--- src/hdl/hss_pkg.sv ---
`timescale 1ns / 1ps

package hss_pkg;

    // Field widths
    localparam int NOW_W      = 32;
    localparam int STATUS_W   = 8;
    localparam int RAW_W      = 20;
    localparam int WAIT_W     = 16;
    localparam int OFFSET_W   = 11;
    localparam int CMD_W      = 2;
    localparam int TEMP_W     = 15;
    localparam int HUM_W      = 14;
    localparam int CODE_W     = 3;
    localparam int REASON_W   = 3;
    localparam int CFG_IDX_W  = 3;
    localparam int CFG_DATA_W = 16;
    localparam int IN_DATA_W  = 88;
    localparam int OUT_DATA_W = 40;

    // Bus commands
    localparam logic [CMD_W-1:0] CMD_NONE     = 2'd0;
    localparam logic [CMD_W-1:0] CMD_INIT_TRG = 2'd1;
    localparam logic [CMD_W-1:0] CMD_TRIGGER  = 2'd2;
    localparam logic [CMD_W-1:0] CMD_READ     = 2'd3;

    // Disable reasons
    localparam logic [REASON_W-1:0] RSN_NONE       = 3'd0;
    localparam logic [REASON_W-1:0] RSN_ABSENT     = 3'd1;
    localparam logic [REASON_W-1:0] RSN_UNCAL      = 3'd2;
    localparam logic [REASON_W-1:0] RSN_CAL_TMO    = 3'd3;
    localparam logic [REASON_W-1:0] RSN_TRIG_FAIL  = 3'd4;
    localparam logic [REASON_W-1:0] RSN_READ_FAIL  = 3'd5;

    // Externally visible state codes
    localparam logic [CODE_W-1:0] CODE_UNINIT   = 3'd0;
    localparam logic [CODE_W-1:0] CODE_POWERON  = 3'd1;
    localparam logic [CODE_W-1:0] CODE_CAL      = 3'd2;
    localparam logic [CODE_W-1:0] CODE_FIRST    = 3'd3;
    localparam logic [CODE_W-1:0] CODE_IDLE     = 3'd4;
    localparam logic [CODE_W-1:0] CODE_MEAS     = 3'd5;
    localparam logic [CODE_W-1:0] CODE_DISABLED = 3'd6;

    // Configuration register indexes
    localparam logic [CFG_IDX_W-1:0] REG_TEMP_OFFSET = 3'd0;
    localparam logic [CFG_IDX_W-1:0] REG_POWER_ON    = 3'd1;
    localparam logic [CFG_IDX_W-1:0] REG_CAL_WAIT    = 3'd2;
    localparam logic [CFG_IDX_W-1:0] REG_CAL_TIMEOUT = 3'd3;
    localparam logic [CFG_IDX_W-1:0] REG_FIRST_WAIT  = 3'd4;
    localparam logic [CFG_IDX_W-1:0] REG_MEAS_WAIT   = 3'd5;
    localparam logic [CFG_IDX_W-1:0] REG_MEAS_PERIOD = 3'd6;

    // Configuration reset values
    localparam logic signed [OFFSET_W-1:0] RST_TEMP_OFFSET = -11'sd300;
    localparam logic [WAIT_W-1:0] RST_POWER_ON    = 16'd40;
    localparam logic [WAIT_W-1:0] RST_CAL_WAIT    = 16'd75;
    localparam logic [WAIT_W-1:0] RST_CAL_TIMEOUT = 16'd175;
    localparam logic [WAIT_W-1:0] RST_FIRST_WAIT  = 16'd100;
    localparam logic [WAIT_W-1:0] RST_MEAS_WAIT   = 16'd75;
    localparam logic [WAIT_W-1:0] RST_MEAS_PERIOD = 16'd1000;

    // Status bits
    localparam int BUSY_BIT = 7;
    localparam int CAL_BIT  = 3;

    // Conversion: value = raw * scale / 2^20; temperature then subtracts TEMP_BIAS and adds the offset
    localparam int                 FRAC_W     = 20;
    localparam logic [14:0]        TEMP_SCALE = 15'd20000;
    localparam logic [13:0]        HUM_SCALE  = 14'd10000;
    localparam logic signed [15:0] TEMP_BIAS  = 16'sd5000;

    typedef enum logic [6:0] {
        ST_UNINIT   = 7'b0000001,
        ST_POWERON  = 7'b0000010,
        ST_CAL      = 7'b0000100,
        ST_FIRST    = 7'b0001000,
        ST_IDLE     = 7'b0010000,
        ST_MEAS     = 7'b0100000,
        ST_DISABLED = 7'b1000000
    } seq_state_t;

    typedef struct packed {
        logic signed [OFFSET_W-1:0] temp_offset_centi;
        logic [WAIT_W-1:0]          power_on_wait_ms;
        logic [WAIT_W-1:0]          cal_wait_ms;
        logic [WAIT_W-1:0]          cal_timeout_ms;
        logic [WAIT_W-1:0]          first_meas_wait_ms;
        logic [WAIT_W-1:0]          meas_wait_ms;
        logic [WAIT_W-1:0]          meas_period_ms;
    } hss_cfg_t;

    typedef struct packed {
        logic [NOW_W-1:0]    now_ms;
        logic                device_present;
        logic [STATUS_W-1:0] status_byte;
        logic                command_ack;
        logic                read_ok;
        logic [RAW_W-1:0]    raw_humidity;
        logic [RAW_W-1:0]    raw_temperature;
    } hss_in_t;

    typedef struct packed {
        logic [CMD_W-1:0]         bus_command;
        logic                     report_valid;
        logic signed [TEMP_W-1:0] temperature_centi;
        logic [HUM_W-1:0]         humidity_centi;
        logic [CODE_W-1:0]        sequence_state;
        logic [REASON_W-1:0]      disable_reason;
    } hss_res_t;

    function automatic logic [CODE_W-1:0] state_code(input seq_state_t st);
        logic [CODE_W-1:0] code;
        case (st)
            ST_UNINIT:  code = CODE_UNINIT;
            ST_POWERON: code = CODE_POWERON;
            ST_CAL:     code = CODE_CAL;
            ST_FIRST:   code = CODE_FIRST;
            ST_IDLE:    code = CODE_IDLE;
            ST_MEAS:    code = CODE_MEAS;
            default:    code = CODE_DISABLED;
        endcase
        return code;
    endfunction

endpackage

--- src/hdl/hss_cfg.sv ---
`timescale 1ns / 1ps

module hss_cfg
    import hss_pkg::*;
(
    input  logic                  clk,
    input  logic                  rst_n,
    input  logic                  cfg_we,
    input  logic [CFG_IDX_W-1:0]  cfg_index,
    input  logic [CFG_DATA_W-1:0] cfg_data,
    output hss_cfg_t              cfg
);

    hss_cfg_t cfg_reg;

    always_ff @(posedge clk or negedge rst_n)
    begin
        if (!rst_n)
        begin
            cfg_reg.temp_offset_centi  <= RST_TEMP_OFFSET;
            cfg_reg.power_on_wait_ms   <= RST_POWER_ON;
            cfg_reg.cal_wait_ms        <= RST_CAL_WAIT;
            cfg_reg.cal_timeout_ms     <= RST_CAL_TIMEOUT;
            cfg_reg.first_meas_wait_ms <= RST_FIRST_WAIT;
            cfg_reg.meas_wait_ms       <= RST_MEAS_WAIT;
            cfg_reg.meas_period_ms     <= RST_MEAS_PERIOD;
        end
        else if (cfg_we)
        begin
            case (cfg_index)
                REG_TEMP_OFFSET: cfg_reg.temp_offset_centi  <= cfg_data[OFFSET_W-1:0];
                REG_POWER_ON:    cfg_reg.power_on_wait_ms   <= cfg_data;
                REG_CAL_WAIT:    cfg_reg.cal_wait_ms        <= cfg_data;
                REG_CAL_TIMEOUT: cfg_reg.cal_timeout_ms     <= cfg_data;
                REG_FIRST_WAIT:  cfg_reg.first_meas_wait_ms <= cfg_data;
                REG_MEAS_WAIT:   cfg_reg.meas_wait_ms       <= cfg_data;
                REG_MEAS_PERIOD: cfg_reg.meas_period_ms     <= cfg_data;
                default:         ;
            endcase
        end
    end

    assign cfg = cfg_reg;

endmodule

--- src/hdl/hss_core.sv ---
`timescale 1ns / 1ps

module hss_core
    import hss_pkg::*;
(
    input  logic     clk,
    input  logic     rst_n,
    input  logic     step,
    input  hss_in_t  item,
    input  hss_cfg_t cfg,
    output hss_res_t res
);

    seq_state_t          seq_reg, seq_next;
    logic [NOW_W-1:0]    last_reg, last_next;
    logic [WAIT_W-1:0]   pend_reg, pend_next;
    logic [REASON_W-1:0] reason_reg, reason_next;

    logic [NOW_W-1:0]           dt;
    logic                       busy;
    logic                       calibrated;
    logic [RAW_W+15-1:0]        temp_prod;
    logic [RAW_W+14-1:0]        hum_prod;
    logic signed [15:0]         temp_full;
    logic [CMD_W-1:0]           cmd;
    logic                       rep_valid;
    logic                       rep_data;

    assign dt         = item.now_ms - last_reg;
    assign busy       = item.status_byte[BUSY_BIT];
    assign calibrated = item.status_byte[CAL_BIT];

    assign temp_prod = (RAW_W+15)'(item.raw_temperature) * (RAW_W+15)'(TEMP_SCALE);
    assign hum_prod  = (RAW_W+14)'(item.raw_humidity) * (RAW_W+14)'(HUM_SCALE);
    assign temp_full = $signed({1'b0, temp_prod[RAW_W+15-1:FRAC_W]}) - TEMP_BIAS
                     + 16'(cfg.temp_offset_centi);

    always_comb
    begin
        seq_next    = seq_reg;
        last_next   = last_reg;
        pend_next   = pend_reg;
        reason_next = reason_reg;
        cmd         = CMD_NONE;
        rep_valid   = 1'b0;
        rep_data    = 1'b0;
        case (seq_reg)
            ST_UNINIT:
            begin
                if (!item.device_present)
                begin
                    seq_next    = ST_DISABLED;
                    reason_next = RSN_ABSENT;
                    rep_valid   = 1'b1;
                end
                else
                begin
                    last_next = item.now_ms;
                    seq_next  = ST_POWERON;
                end
            end
            ST_POWERON:
            begin
                if (dt >= NOW_W'(cfg.power_on_wait_ms))
                begin
                    last_next = item.now_ms;
                    if (!calibrated)
                    begin
                        cmd      = CMD_INIT_TRG;
                        seq_next = item.command_ack ? ST_CAL : ST_POWERON;
                    end
                    else
                    begin
                        pend_next = cfg.first_meas_wait_ms;
                        cmd       = CMD_TRIGGER;
                        if (item.command_ack)
                        begin
                            seq_next = ST_FIRST;
                        end
                        else
                        begin
                            seq_next    = ST_DISABLED;
                            reason_next = RSN_TRIG_FAIL;
                            rep_valid   = 1'b1;
                        end
                    end
                end
            end
            ST_CAL:
            begin
                if (dt >= NOW_W'(cfg.cal_wait_ms))
                begin
                    if (!busy)
                    begin
                        if (!calibrated)
                        begin
                            seq_next    = ST_DISABLED;
                            reason_next = RSN_UNCAL;
                            rep_valid   = 1'b1;
                        end
                        else
                        begin
                            pend_next = cfg.first_meas_wait_ms;
                            cmd       = CMD_TRIGGER;
                            last_next = item.now_ms;
                            if (item.command_ack)
                            begin
                                seq_next = ST_FIRST;
                            end
                            else
                            begin
                                seq_next    = ST_DISABLED;
                                reason_next = RSN_TRIG_FAIL;
                                rep_valid   = 1'b1;
                            end
                        end
                    end
                    else if (dt > NOW_W'(cfg.cal_timeout_ms))
                    begin
                        seq_next    = ST_DISABLED;
                        reason_next = RSN_CAL_TMO;
                        rep_valid   = 1'b1;
                    end
                end
            end
            ST_FIRST, ST_MEAS:
            begin
                if (dt > NOW_W'(pend_reg) && !busy)
                begin
                    cmd = CMD_READ;
                    if (!item.read_ok)
                    begin
                        seq_next    = ST_DISABLED;
                        reason_next = RSN_READ_FAIL;
                        rep_valid   = 1'b1;
                    end
                    else
                    begin
                        seq_next  = ST_IDLE;
                        rep_valid = 1'b1;
                        rep_data  = 1'b1;
                    end
                end
            end
            ST_IDLE:
            begin
                if (dt > NOW_W'(cfg.meas_period_ms))
                begin
                    pend_next = cfg.meas_wait_ms;
                    cmd       = CMD_TRIGGER;
                    last_next = item.now_ms;
                    seq_next  = item.command_ack ? ST_MEAS : ST_IDLE;
                end
            end
            default:
            begin
                seq_next  = ST_DISABLED;
                rep_valid = 1'b1;
            end
        endcase
    end

    always_ff @(posedge clk or negedge rst_n)
    begin
        if (!rst_n)
        begin
            seq_reg    <= ST_UNINIT;
            last_reg   <= '0;
            pend_reg   <= '0;
            reason_reg <= RSN_NONE;
        end
        else if (step)
        begin
            seq_reg    <= seq_next;
            last_reg   <= last_next;
            pend_reg   <= pend_next;
            reason_reg <= reason_next;
        end
    end

    always_comb
    begin
        res.bus_command       = cmd;
        res.report_valid      = rep_valid;
        res.temperature_centi = rep_data ? temp_full[TEMP_W-1:0] : '0;
        res.humidity_centi    = rep_data ? hum_prod[RAW_W+14-1:FRAC_W] : '0;
        res.sequence_state    = state_code(seq_next);
        res.disable_reason    = reason_next;
    end

    // The disabled state is terminal until reset.
    a_disabled_sticks: assert property (@(posedge clk) disable iff (!rst_n)
        seq_reg == ST_DISABLED |=> seq_reg == ST_DISABLED)
        else $error("sequencer left the disabled state");

    // A reason is recorded exactly when the sequence is disabled.
    a_reason_matches: assert property (@(posedge clk) disable iff (!rst_n)
        (reason_reg != RSN_NONE) == (seq_reg == ST_DISABLED))
        else $error("disable reason out of step with the state");

    // A real measurement report only comes with a read command and idle as next state.
    a_report_read: assert property (@(posedge clk) disable iff (!rst_n)
        step && rep_data |-> cmd == CMD_READ && seq_next == ST_IDLE)
        else $error("measurement report without a data read");

    // Time stamp moves only on a tick that issues a command or leaves uninit.
    a_stamp_moves: assert property (@(posedge clk) disable iff (!rst_n)
        step && last_next != last_reg |-> cmd != CMD_NONE || seq_reg == ST_UNINIT)
        else $error("action time changed without an action");

endmodule

--- src/hdl/humidity_sensor_sequencer.sv ---
`timescale 1ns / 1ps
// Channel   Dir  Width  Contents
// s_*       in   88     one update tick: time, presence, status, ack, read result, raw data
// m_*       out  40     one result per tick: command, report, state, reason
// cfg_*     in   16     register writes, index 0..6, no read-back
//
// Each tick is computed combinationally between the input register and the result
// register; one tick is accepted per clock while m_tready does not stall the result.
// The sequence state and time stamps update as the tick leaves the input register.
// A stalled m_tready holds the result; the input register still takes one more item.
// rst_n clears the sequence to uninit and loads the register defaults.

module humidity_sensor_sequencer
    import hss_pkg::*;
(
    input  logic                  clk,
    input  logic                  rst_n,
    input  logic                  s_tvalid,
    output logic                  s_tready,
    // now_ms[31:0], device_present[32], status_byte[40:33], command_ack[41],
    // read_ok[42], raw_humidity[62:43], raw_temperature[82:63], zeros[87:83]
    input  logic [IN_DATA_W-1:0]  s_tdata,
    output logic                  m_tvalid,
    input  logic                  m_tready,
    // bus_command[1:0], report_valid[2], temperature_centi[17:3],
    // humidity_centi[31:18], sequence_state[34:32], disable_reason[37:35], zeros[39:38]
    output logic [OUT_DATA_W-1:0] m_tdata,
    input  logic                  cfg_we,
    input  logic [CFG_IDX_W-1:0]  cfg_index,
    input  logic [CFG_DATA_W-1:0] cfg_data
);

    logic     in_valid_reg;
    hss_in_t  in_reg;
    logic     out_valid_reg;
    hss_res_t out_reg;
    logic     advance;
    hss_cfg_t cfg;
    hss_res_t res;

    assign advance  = in_valid_reg && (!out_valid_reg || m_tready);
    assign s_tready = !in_valid_reg || advance;

    always_ff @(posedge clk or negedge rst_n)
    begin
        if (!rst_n)
        begin
            in_valid_reg  <= 1'b0;
            out_valid_reg <= 1'b0;
        end
        else
        begin
            if (s_tready)
            begin
                in_valid_reg <= s_tvalid;
            end
            if (advance)
            begin
                out_valid_reg <= 1'b1;
            end
            else if (m_tready)
            begin
                out_valid_reg <= 1'b0;
            end
        end
    end

    always_ff @(posedge clk)
    begin
        if (s_tready && s_tvalid)
        begin
            in_reg.now_ms          <= s_tdata[31:0];
            in_reg.device_present  <= s_tdata[32];
            in_reg.status_byte     <= s_tdata[40:33];
            in_reg.command_ack     <= s_tdata[41];
            in_reg.read_ok         <= s_tdata[42];
            in_reg.raw_humidity    <= s_tdata[62:43];
            in_reg.raw_temperature <= s_tdata[82:63];
        end
        if (advance)
        begin
            out_reg <= res;
        end
    end

    hss_cfg u_cfg (
        .clk       (clk),
        .rst_n     (rst_n),
        .cfg_we    (cfg_we),
        .cfg_index (cfg_index),
        .cfg_data  (cfg_data),
        .cfg       (cfg)
    );

    hss_core u_core (
        .clk   (clk),
        .rst_n (rst_n),
        .step  (advance),
        .item  (in_reg),
        .cfg   (cfg),
        .res   (res)
    );

    assign m_tvalid = out_valid_reg;
    assign m_tdata  = {2'b00, out_reg.disable_reason, out_reg.sequence_state,
                       out_reg.humidity_centi, out_reg.temperature_centi,
                       out_reg.report_valid, out_reg.bus_command};

    // Disabled results always carry a report with both values zero.
    a_disabled_report: assert property (@(posedge clk) disable iff (!rst_n)
        out_valid_reg && out_reg.sequence_state == CODE_DISABLED
        |-> out_reg.report_valid && out_reg.temperature_centi == '0
            && out_reg.humidity_centi == '0)
        else $error("disabled result without a zero report");

endmodule
--- config.mk ---
export PLATFORM = sky130hd
export DESIGN_NAME = humidity_sensor_sequencer
export DESIGN_NICKNAME = d
export VERILOG_FILES = /design/src/hdl/hss_pkg.sv /design/src/hdl/hss_cfg.sv /design/src/hdl/hss_core.sv /design/src/hdl/humidity_sensor_sequencer.sv
export SDC_FILE = /design/constraint.sdc
export NUM_CORES = 1
export LEC_CHECK = 0
export ABC_AREA = 0
export BUFFER_PORTS_ARGS = -buffer_cell sky130_fd_sc_hd__buf_2
export CORE_ASPECT_RATIO = 1.75
export CORE_MARGIN = 2
export CORE_UTILIZATION = 53
export DETAILED_ROUTE_END_ITERATION = 16
export PLACE_DENSITY = 0.77
export SLEW_MARGIN = 20
export SYNTH_ARGS = -nofsm -noshare
export SYNTH_HDL_FRONTEND = slang
export SYNTH_SLANG_ARGS = --single-unit
--- constraint.sdc ---
create_clock -name clk -period 10.94 [get_ports clk]
set_clock_uncertainty 0.2 [all_clocks]
set_input_delay 2.188 -clock clk [delete_from_list [all_inputs] [get_ports clk]]
set_output_delay 2.188 -clock clk [all_outputs]
set_load 0.01 [all_outputs]
==> results of run 1 <==
[path summary, 6_finish.rpt]
| kind | start | to | slack, ns |
|---|---|---|---|
| min reg2reg | u_core.last_reg[14] | u_core.last_reg[14] | 0.29 |
| max reg2reg | in_reg[4] | m_tdata[17] | 2.53 |
| max | in_reg[4] | m_tdata[17] | 2.53 |
| max in group asynchronous | rst_n | u_core.last_reg[16] | 7.53 |
| min | u_core.last_reg[14] | u_core.last_reg[14] | 0.29 |
| min in group asynchronous | rst_n | u_cfg.cfg[40] | 1.48 |
[stage by stage]
step	setup slack, ns	total power [uW]	hold slack [ns]	util [%]
final	2.53	7080	0.287	59.1
after global routing	2.19	7750	0.314	59.1
after CTS	2.53	7110	0.295	59.0
after detailed placement	2.58	5970	0.281	56.4
after global placement	2.83	5740	0.271	56.4
after floorplan	3.32	4830	0.257	-
[synthesized netlist by cell type (23+ instances only)]
cell	count
a21o_1	37
a21oi_1	76
dfrtp_1	135
dfstp_2	32
edfxtp_1	115
fa_1	94
ha_1	298
inv_1	435
mux2_1	23
mux2_2	77
mux2i_1	33
nand2_1	98
nand3_1	23
nand4_1	23
nor2_1	79
nor3_1	23
o21a_1	25
o21ai_0	80
xnor2_1	31
[area by class of cell]
type | instances | area, um2
Fill cell | 3302 | 16300
Multi-Input combinational cell | 1271 | 11700
Sequential cell | 282 | 7670
Inverter | 435 | 1630
Clock buffer | 42 | 851
Timing Repair Buffer | 155 | 840
Tap cell | 495 | 619
Clock inverter | 12 | 188
[metal layers]
| layer | vias to the layer above | routed length (um) | track usage, % |
|---|---|---|---|
| met5 | - | 0 | 0 |
| met4 | 0 | 2770 | 12.1 |
| met3 | 157 | 1600 | 2.52 |
| met2 | 354 | 26800 | 47.0 |
| met1 | 7293 | 16800 | 23.0 |
| li1 | 7185 | - | - |
[worst max-delay path, delay by kind of cell (launching register included)]
kind / cells / cell delay, ns
XOR/XNOR: 1 / 0.13
adder cells (fa/ha/maj): 8 / 3.03
AND/OR/NAND/NOR: 4 / 1.36
buffers and inverters: 5 / 0.24
flip-flops: 1 / 0.52
AO/OA/AOI/OAI: 12 / 2.77
[cell families after synthesis]
| family | Yosys count | share of synthesized area (%) |
|---|---|---|
| DFF | 282 | 36.2 |
| and+or+nand+nor | 341 | 8.13 |
| xor gates and xnor gates | 50 | 2.07 |
| buffers and inverters | 473 | 8.70 |
| AOI/OAI and AO/OA | 344 | 10.9 |
| adders and majority gates | 392 | 26.5 |
| other | 1 | 0.0177 |
| muxes | 142 | 7.51 |
[power breakdown]
part | total (uW) | switching [uW] | internal, uW
logic | 4540 | 2600 | 1950
clock network | 1080 | 438 | 640
registers | 1460 | 116 | 1340
[layout by cell type, fill, tap and decap left out, types with 10 or more instances in the layout]
| master | synthesis | layout |
|---|---|---|
| xor2_1 | 19 | 19 |
| nor3_1 | 23 | 21 |
| clkbuf_16 | 0 | 31 |
| nand3_1 | 23 | 23 |
| o21bai_1 | 10 | 10 |
| fa_1 | 94 | 94 |
| xnor2_1 | 31 | 31 |
| dfrtp_1 | 135 | 135 |
| mux2_2 | 77 | 77 |
| mux2_1 | 23 | 23 |
| nand4_1 | 23 | 23 |
| buf_4 | 2 | 14 |
| nand2b_1 | 19 | 19 |
| nor2_1 | 79 | 79 |
| mux2i_1 | 33 | 33 |
| o21a_1 | 25 | 25 |
| nand2_1 | 98 | 98 |
| buf_2 | 8 | 139 |
| o21ai_0 | 80 | 80 |
| o211ai_1 | 13 | 13 |
| and3_1 | 10 | 10 |
| inv_1 | 435 | 434 |
| a31oi_1 | 12 | 12 |
| a21o_1 | 37 | 37 |
| a21oi_1 | 76 | 76 |
| ha_1 | 298 | 298 |
| edfxtp_1 | 115 | 115 |
| dfstp_2 | 32 | 32 |
==> flow_summary.toml, run 1 <==
[finish]
antennaDiodeCount = 0
drive_gt1_share_pct = 16.0
fin_cells = 2692
nNetsFinal = 2678
syn2layout_area_growth_pct = 10.9
final_cell_area_um2 = 23500
largest_reg_flops = 107

[placed_design]
dpl.cell_count = 2637
finalWeightedCongestion = 0.906
dpl_cell_area_um2 = 22400
dp_hpwl_um = 37900
io_buffers = 140

[clock_network]
cts_setup_buffers = 0
clk_pin_slew_ns = 0.06
insertion_delay_ns = 0.59
tritoncts = "built"
h-tree-depth = 1
cts.sinks = 282
clk_path_buf_depth = 3
cts_inserted_buffers = 29
cts_root_buf = "clkbuf_16"
holdBufCountCts = 0
ctsResizeCount = 0

[logic_synthesis]
syn-cell-area_um2 = 21200
yosys.area.top_type = "ha_1"
ys.flop_type = "dfrtp_1"
seq_area_frac_synth_pct = 36.2
ys_warn_count = 0
syn-instance-count = 2025
synthArstFlopShare_pct = 59.2
synthTopCellsByArea = "ha_1, edfxtp_1, dfrtp_1"
ys_ff_latch = 282
netlist.area_leader.share_pct = 17.6
synth_edf_count = 115
syn_avg_cell_area_um2 = 10.5
synth_cell_types = 91

[sta]
hold_violations = 0
worst_slew_pin_slew_ns = 1.00
slew_headroom_pct = 32.9
fin_setup_tns_ns = 0
rsz0062_at_grt = "no"
min_period_ns = 8.41
finalSetupViolations = 0
fmax_mhz = 119
final-max-slew-violation-count = 0
min_period_over_period_pct = 76.8

[die]
initial_utilization_pct = 53.3
design.core.area_um2 = 39800
die_x_um = 155
die-area_um2 = 41700
ios = 154
std_cell_rows = 97
fp.dieH_um = 269

[critical_path]
critPathRequiredTime_ns = 11.15
critPathSlowestCell = "fa_1"
critPathKind = "flop to flop"
crit_path_max_fanout = 5
start_kind = "flop"
cp.arrival_ns = 8.61
crit_path_max_incr_delay_ns = 0.54
worst_setup_path_end_kind = "flop"
r2r_cells = 30

[min_path]
whs_path_depth = 1
min_path_type = "flop to flop"

[global_route]
grt_pass1_wl_um = 77700
grt_max_degree = 93
grt.total_usage_pct = 23.3
overflow = 0
grt_pass1_vias = 16000
antenna_found_initial = 0

[drt]
drt_wl_total_um = 47900
vias_per_cell = 5.57
routedWlPerCell_um = 17.8
drt_pass1_iterations = 7
postRouteAntennaNets = 0
first_iter_violations = 613
vias = 15000
drc_errors = 0

[power_and_ir_drop]
vdd_drop_max_mv = 0.175
leakage_uw = 0.0116
power.density_nw_per_um2 = 301

[job]
timing.max_cap.violations = 0

[outcome]
outcome = "completed"
Power figures use the tool's default switching activity.
==> inputs of run 2 (changes only) <==
- PLACE_DENSITY: 0.77 -> 0.79
- clock period: 10.94 -> 7.3 ns (I/O delays scaled with it)
==> run 2 against run 1 <==
Net effect: highest routed layer unchanged; largest cell class unchanged; final cell count up 2.8%; register-to-register slack lost 2.9 ns; the run now ends with setup timing left; clock power increased by 35%.
==> flow_summary.toml, run 2 (same netlist as run 1, synthesis figures left out) <==
[outcome]
outcome = "finished, violations left"
violations = "setup timing"

[critical_path]
crit_path_max_incr_delay_ns = 0.53
crit_path_max_fanout = 4
critPathRequiredTime_ns = 7.52
cp.arrival_ns = 7.91
critPathKind = "flop to flop"
worst_setup_path_end_kind = "flop"
start_kind = "flop"
critPathSlowestCell = "fa_1"

[drt]
postRouteAntennaNets = 0
vias_per_cell = 5.56
drt_wl_total_um = 49400
vias = 15400
drc_errors = 0
drt_pass1_iterations = 5
routedWlPerCell_um = 17.9
first_iter_violations = 840

[power_and_ir_drop]
net-switching-power_uw = 5120
p_seq_share_pct = 18.6
power.density_nw_per_um2 = 484
p_int_uw = 6620
leakage_uw = 0.0119
vdd_drop_max_mv = 0.370
p_comb_share_pct = 69.0
switching_share_pct = 43.6
p_clk_share_pct = 12.4

[sta]
hold_violations = 0
finalSetupViolations = 1
worst_slack_ns = -0.391
final-max-slew-violation-count = 0
fmax_mhz = 130
slew_headroom_pct = 28.9
min_period_ns = 7.69
rsz0062_at_grt = "yes"
min_period_over_period_pct = 105
worst_slew_pin_slew_ns = 1.06

[clock_network]
clk_path_buf_depth = 3
h-tree-depth = 1
cts.sinks = 282
tritoncts = "built"
holdBufCountCts = 0
insertion_delay_ns = 0.59
cts_root_buf = "clkbuf_16"
cts_inserted_buffers = 28
clk_pin_slew_ns = 0.06

[die]
ios = 154
die-area_um2 = 41700
initial_utilization_pct = 53.3
design.core.area_um2 = 39800
std_cell_rows = 97
die_x_um = 155
fp.dieH_um = 269

[min_path]
min_path_type = "flop to flop"

[global_route]
overflow = 0
grt_pass1_wl_um = 79800
grt.total_usage_pct = 24.0
grt_pass1_vias = 16500
antenna_found_initial = 2
grt_max_degree = 88

[placed_design]
dp_hpwl_um = 38900
dp_slack_ns = -0.550
dpl_cell_area_um2 = 23000
dpl.cell_count = 2699
finalWeightedCongestion = 0.932
io_buffers = 140

[finish]
drive_gt1_share_pct = 20.6
layout_commonest_cell = "inv_1"
utilization_pct = 60.9
final_cell_area_um2 = 24300
nNetsFinal = 2752
largest_reg_flops = 107
fin_cells = 2767
syn2layout_area_growth_pct = 14.4
layout_common_cells = "inv_1, ha_1, buf_2, dfrtp_1, edfxtp_1"

[job]
timing.max_cap.violations = 0
[run 2: changes by cell type in the layout (fill, tap and decap cells not counted), moves of 3 or more]
| cell | previous run | this run |
|---|---|---|
| buf_4 | 14 | 83 |
| a21oi_1 | 76 | 66 |
| ha_1 | 298 | 288 |
| a21oi_2 | 4 | 12 |
| ha_4 | 0 | 8 |
| buf_6 | 1 | 7 |
| inv_1 | 434 | 429 |
| inv_2 | 1 | 6 |
| bufinv_16 | 4 | 1 |
| clkbuf_16 | 31 | 28 |
| clkbuf_8 | 3 | 6 |
| clkinvlp_4 | 1 | 4 |
[run 2: power groups by stage]
| stage | combinational (uW) | sequential, uW | clock, uW |
|---|---|---|---|
| 6_report | 8100 | 2180 | 1460 |
| 5_1_grt | 9070 | 2220 | 1560 |
| 4_1_cts | 7670 | 2180 | 1500 |
| 3_3_place_gp | 7070 | 2190 | 0 |
| 2_1_floorplan | 5160 | 2170 | 0 |
| 3_5_place_dp | 7420 | 2210 | 0 |
[run 2: timing repair]
action,in CTS,in global routing
pin swaps,16,34
buffers inserted,4,9
resized for setup,18,29
setup endpoints to repair,2,4
[run 2: worst paths after layout]
kind                                     start                   to  slack [ns]  depth (start not counted)
max                                  in_reg[6]          m_tdata[17]       -0.39                         30
min                        u_core.last_reg[14]  u_core.last_reg[14]        0.29                          1
max reg2reg                          in_reg[6]          m_tdata[17]       -0.39                         30
min reg2reg                u_core.last_reg[14]  u_core.last_reg[14]        0.29                          1
max in group asynchronous                rst_n        u_cfg.cfg[88]        5.06                          2
min in group asynchronous                rst_n        u_cfg.cfg[42]        0.73                          1
[run 2: metrics by stage]
step	setup TNS, ns	hold WS (ns)	total power, uW
detailed placement	-0.591	0.281	9630
global route	-1.00	0.304	12800
finish	-0.391	0.289	11700
floorplan	-0.137	0.257	7330
global placement	-0.421	0.271	9260
CTS	-0.472	0.295	11400
[run 2: routing by layer]
| metal | track usage [%] | vias up | share of wire, % |
|---|---|---|---|
| li1 | - | 7334 | - |
| met1 | 23.5 | 7489 | 35 |
| met2 | 48.3 | 371 | 56 |
| met3 | 2.28 | 190 | 3.0 |
| met4 | 13.7 | 0 | 6.1 |
| met5 | 0 | - | 0 |
[run 2: worst max-delay path, delay by kind of cell (launching register included)]
kind            cells  cell delay [ns]
xor+xnor            2             0.22
compound gates     12             2.33
flops               1             0.48
fa+ha+maj           8             2.86
buf+inv             6             0.51
simple gates        2             0.94
[run 2: cell type report]
class	instances	area [um2]
antenna	2	5.00
clock buffer	41	810
clock inverter	11	124
fill	3130	15600
inverter	435	1630
multi-input combinational	1271	12000
sequential	282	7670
tap	495	619
timing repair buffer	230	1420
